[config.mk]
export PLATFORM = sky130hd
export DESIGN_NAME = mse_front
export DESIGN_NICKNAME = d
export VERILOG_FILES = /design/src/rtl/mse_pkg.sv /design/src/rtl/mse_front.sv
export SDC_FILE = /design/constraint.sdc
export NUM_CORES = 1
export LEC_CHECK = 0
export BUFFER_PORTS_ARGS = -buffer_cell sky130_fd_sc_hd__clkbuf_2
export CAP_MARGIN = 20
export CORE_AREA = 2 2 175 177
export DETAILED_ROUTE_END_ITERATION = 10
export DIE_AREA = 0 0 177 179
export PLACE_DENSITY = 0.47
export SLEW_MARGIN = 20
export SYNTH_ARGS = -nofsm -noshare
export SYNTH_HDL_FRONTEND = slang
export SYNTH_SLANG_ARGS = --single-unit
[constraint.sdc]
create_clock -name clk -period 15.1 [get_ports clk]
set_clock_uncertainty 0.1 [all_clocks]
set_input_delay 2.265 -clock clk [delete_from_list [all_inputs] [get_ports clk]]
set_output_delay 2.265 -clock clk [all_outputs]
set_load 0.005 [all_outputs]
[src/rtl/mse_pkg.sv]
`timescale 1ns / 1ps
// ----------------------------------------------------------------------------
// mse_pkg
// Shared opcodes, status codes and item types for the MIPS subset executor.
// ----------------------------------------------------------------------------
package mse_pkg;

  localparam logic [3:0] OP_ADD  = 4'd0;
  localparam logic [3:0] OP_SUB  = 4'd1;
  localparam logic [3:0] OP_MUL  = 4'd2;
  localparam logic [3:0] OP_BEQ  = 4'd3;
  localparam logic [3:0] OP_BNE  = 4'd4;
  localparam logic [3:0] OP_SLT  = 4'd5;
  localparam logic [3:0] OP_J    = 4'd6;
  localparam logic [3:0] OP_LW   = 4'd7;
  localparam logic [3:0] OP_SW   = 4'd8;
  localparam logic [3:0] OP_ADDI = 4'd9;

  localparam logic [1:0] STAT_OK  = 2'd0;
  localparam logic [1:0] STAT_OVF = 2'd1;
  localparam logic [1:0] STAT_MEM = 2'd2;

  localparam logic [4:0] REG_SP = 5'd29;

  localparam int CODE_W = 21;

  typedef struct packed {
    logic [3:0]  op;
    logic [4:0]  rd;
    logic [4:0]  ra;
    logic [4:0]  rb;
    logic [31:0] imm;
    logic        use_base;
    logic [17:0] here;
    logic [17:0] target;
  } instr_t;

  typedef struct packed {
    logic alu;
    logic mul;
    logic slt;
    logic beq;
    logic bne;
    logic jmp;
    logic ld;
    logic st;
    logic skip;
  } iclass_t;

  typedef struct packed {
    instr_t  ins;
    iclass_t cls;
  } item_t;

endpackage

[src/rtl/mse_front.sv]
`timescale 1ns / 1ps
// ----------------------------------------------------------------------------
// mse_front
// Accepts instruction transfers, classifies them and holds them in a
// two-entry queue for the execute side.
// ----------------------------------------------------------------------------
module mse_front
  import mse_pkg::*;
(
  input  logic  clk,
  input  logic  rst_n,
  input  logic  in_valid,
  output logic  in_ready,
  input  instr_t in_ins,
  input  logic  hold,
  output logic  q_valid,
  output item_t q_item,
  input  logic  q_pop
);

  item_t      q_r [2];
  logic       wp_r, wp_nxt;
  logic       rp_r, rp_nxt;
  logic [1:0] cnt_r, cnt_nxt;
  iclass_t    cls;
  logic       push;

  always_comb begin
    cls = '0;
    unique case (in_ins.op) inside
      OP_ADD, OP_SUB, OP_ADDI: cls.alu = 1'b1;
      OP_MUL:  cls.mul = 1'b1;
      OP_SLT:  cls.slt = 1'b1;
      OP_BEQ:  cls.beq = 1'b1;
      OP_BNE:  cls.bne = 1'b1;
      OP_J:    cls.jmp = 1'b1;
      OP_LW:   cls.ld  = 1'b1;
      OP_SW:   cls.st  = 1'b1;
      default: ;
    endcase
    // writes to register zero are skipped and only advance the index
    if (in_ins.rd == 5'd0 && (cls.alu || cls.mul || cls.slt || cls.ld)) begin
      cls = '0;
      cls.skip = 1'b1;
    end
  end

  assign in_ready = (cnt_r != 2'd2) && !hold;
  assign push     = in_valid && in_ready;
  assign q_valid  = (cnt_r != 2'd0);
  assign q_item   = q_r[rp_r];

  always_comb begin
    wp_nxt  = push ? ~wp_r : wp_r;
    rp_nxt  = q_pop ? ~rp_r : rp_r;
    cnt_nxt = cnt_r + {1'b0, push} - {1'b0, q_pop};
  end

  always_ff @(posedge clk) begin
    if (!rst_n) begin
      wp_r  <= 1'b0;
      rp_r  <= 1'b0;
      cnt_r <= 2'd0;
    end else begin
      wp_r  <= wp_nxt;
      rp_r  <= rp_nxt;
      cnt_r <= cnt_nxt;
    end
  end

  always_ff @(posedge clk) begin
    if (push) begin
      q_r[wp_r] <= '{ins: in_ins, cls: cls};
    end
  end

endmodule

==> impl_metrics.json <==
{
  "htree_levels": 4,
  "finalCriticalPeriod_ns": 5.08,
  "fmax_ghz": 0.197,
  "die_h_um": 179,
  "cpPeakStageDelay_ns": 0.19,
  "layout.cells.non_filler": 957,
  "area_delta_synth_final_pct": 27.6,
  "hold_violations": 0,
  "crit_path_frequent_cell": "clkbuf_2",
  "mostFrequentLayoutCells": "194 x edfxtp_1, 191 x clkbuf_2, 94 x mux2_2, 17 x clkbuf_16, 6 x nor2_1",
  "cp.arrival_ns": 2.71,
  "end_kind": "output pin",
  "critPathMaxFanout": 3,
  "slowest_stage": "nor2_1",
  "vdd.ir_drop.worst_uv": 59.2,
  "maxCapViolations": 0,
  "rsz0062_at_grt": "no",
  "num_vias": 3866,
  "cts_buffers": 17,
  "cts_num_sinks": 199,
  "via_per_inst": 4.04,
  "clk_pin_slew_ns": 0.07,
  "p_total_w": 0.00122,
  "tightest_slew_ns": 0.755,
  "min_period_over_period_pct": 33.6,
  "power_density_nw_per_um2": 131,
  "dp_hpwl_mm": 9.83,
  "final_common_cell": "edfxtp_1",
  "clk_latency_ns": 0.43,
  "ctsHoldBuffers": 0,
  "cp.required_ns": 12.73,
  "fin_nets": 643,
  "wire_per_inst_um": 16.0,
  "utilization_pct": 31.2,
  "reg2reg_slack_ns": 12.48,
  "grt_use_total_pct": 9.77,
  "startpoint_type": "primary input",
  "die_area_um2": 31700,
  "netlist_instances": 345,
  "grt_pass1_wl_mm": 23.1,
  "hp-class": "flop to flop",
  "reg2reg_from": "cnt_r[1]",
  "dr.first_iter.drc_count": 254,
  "grt_overflow_total": 0,
  "start_util_pct": 24.4,
  "die_w_um": 177,
  "grt_start_max_net_pins": 55,
  "cp_top_family": "buffers and inverters",
  "status": "complete, no violations",
  "cts_setup_buffers": 0,
  "synth-seq-area-share_pct": 80.8,
  "fp-row-count": 64,
  "gp_congestion": 0.690,
  "cts_tree": "built",
  "clock_path_buffers": 2,
  "ys_async_sr_fraction_pct": 0,
  "placed_cells": 925,
  "slew_headroom_pct": 49.7,
  "crit_cells": 3,
  "r2r_end": "q_r[1][62]",
  "setup_viol": 0,
  "fin_ws_ns": 10.02,
  "grt_pass1_vias": 4325,
  "reg2reg_depth": 4,
  "wl_mm": 15.3,
  "portBuffers": 191,
  "pin_count": 192,
  "postRouteAntennaNets": 0,
  "synth_nets": 440,
  "finalSetupTns_ns": 0,
  "firstDrtPassIters": 4,
  "synth_cell_type_count": 28,
  "ys_seq_elements": 199,
  "antenna_found_initial": 0,
  "drive_gt1_share_pct": 57.9,
  "coreArea_um2": 30000,
  "final-max-slew-violation-count": 0,
  "cts_root_buf": "clkbuf_16",
  "synth_area_um2": 7340,
  "synth_edf_count": 194,
  "drcViolationCount": 0,
  "yosys_warnings": 0,
  "hold_start": "cnt_r[1]",
  "num_antenna_cells": 0,
  "crit_buf_inv": 2,
  "place_ws_ns": 10.02,
  "min_to": "cnt_r[1]",
  "hold_depth": 2,
  "avgSynthCellArea_um2": 21.3,
  "cts_resized": 0,
  "crit_type": "primary input to output pin",
  "path_cells": "clkbuf_2 > nor2_1 > clkbuf_2",
  "power.leakage_nw": 3.39,
  "synthFlopType": "edfxtp_1"
}
power by group:
part | internal, W | switching, W | leakage [nW]
registers | 0.000634 | 0.0000105 | 1.82
logic | 0.0000551 | 0.0000537 | 1.29
clock network | 0.000270 | 0.000200 | 0.286
state kept, by name, summed over array words and instances, names as in the netlist, named ones only:
signal / cells
wp_r: 1
cnt_r: 2
q_r: 194
rp_r: 1
area by class of cell:
cell class | instances | area (um2)
clock buffers | 21 | 460
clock inverters | 11 | 148
fillers | 2979 | 20700
inverters | 4 | 15.0
multi-input cells | 131 | 1330
flip-flops and latches | 199 | 5930
well taps | 396 | 495
repair buffers | 195 | 986
worst register-to-register path, delay by kind of cell (launching register included):
family                 cells  cell delay, ns
AND/OR/NAND/NOR            3            1.09
flip-flops                 1            0.33
buffers and inverters      1            0.69
cells by family (layout without fill, tap and decap cells):
group	after synthesis	count (layout)	synth area share [%]
mux	97	97	14.9
flops	199	199	80.8
xor+xnor	2	2	0.239
fa+ha+maj	2	2	0.341
buf+inv	15	231	1.24
compound gates	5	5	0.580
simple gates	25	25	1.93
metrics by stage:
step | hold slack (ns) | area [um2]
floorplan | 0.380 | 7340
global placement | 0.391 | 8760
detailed placement | 0.419 | 8760
CTS | 0.432 | 9360
global route | 0.460 | 9360
finish | 0.423 | 9360
worst max-delay path by stage:
stage | start | end | slack [ns]
6_report | hold | in_ready | 10.02
2_1_floorplan | hold | wp_r | 2.40
4_1_cts | hold | in_ready | 10.02
3_3_place_gp | hold | in_ready | 10.05
3_5_place_dp | hold | in_ready | 10.02
5_1_grt | hold | in_ready | 9.97
per-layer routing:
layer,routed length [um],vias up,global-route usage (%),part of all wire [%]
li1,-,1769,-,-
met1,6570,1968,11.8,43
met2,7670,115,16.3,50
met3,868,14,2.88,5.7
met4,235,0,4.03,1.5
met5,0,-,0,0
synth_stat cells, drive strengths merged (2+ instances only):
| cell | n | area, um2 |
|---|---|---|
| edfxtp | 194 | 5830 |
| mux2 | 97 | 1090 |
| buf | 11 | 76.3 |
| nor2 | 7 | 33.8 |
| dfxtp | 5 | 100 |
| inv | 4 | 15.0 |
| nor3 | 4 | 20.0 |
| nand2 | 3 | 11.3 |
| nor4 | 3 | 18.8 |
| and2 | 2 | 12.5 |
| ha | 2 | 25.0 |
No activity file was read; power rests on OpenSTA's default activity.
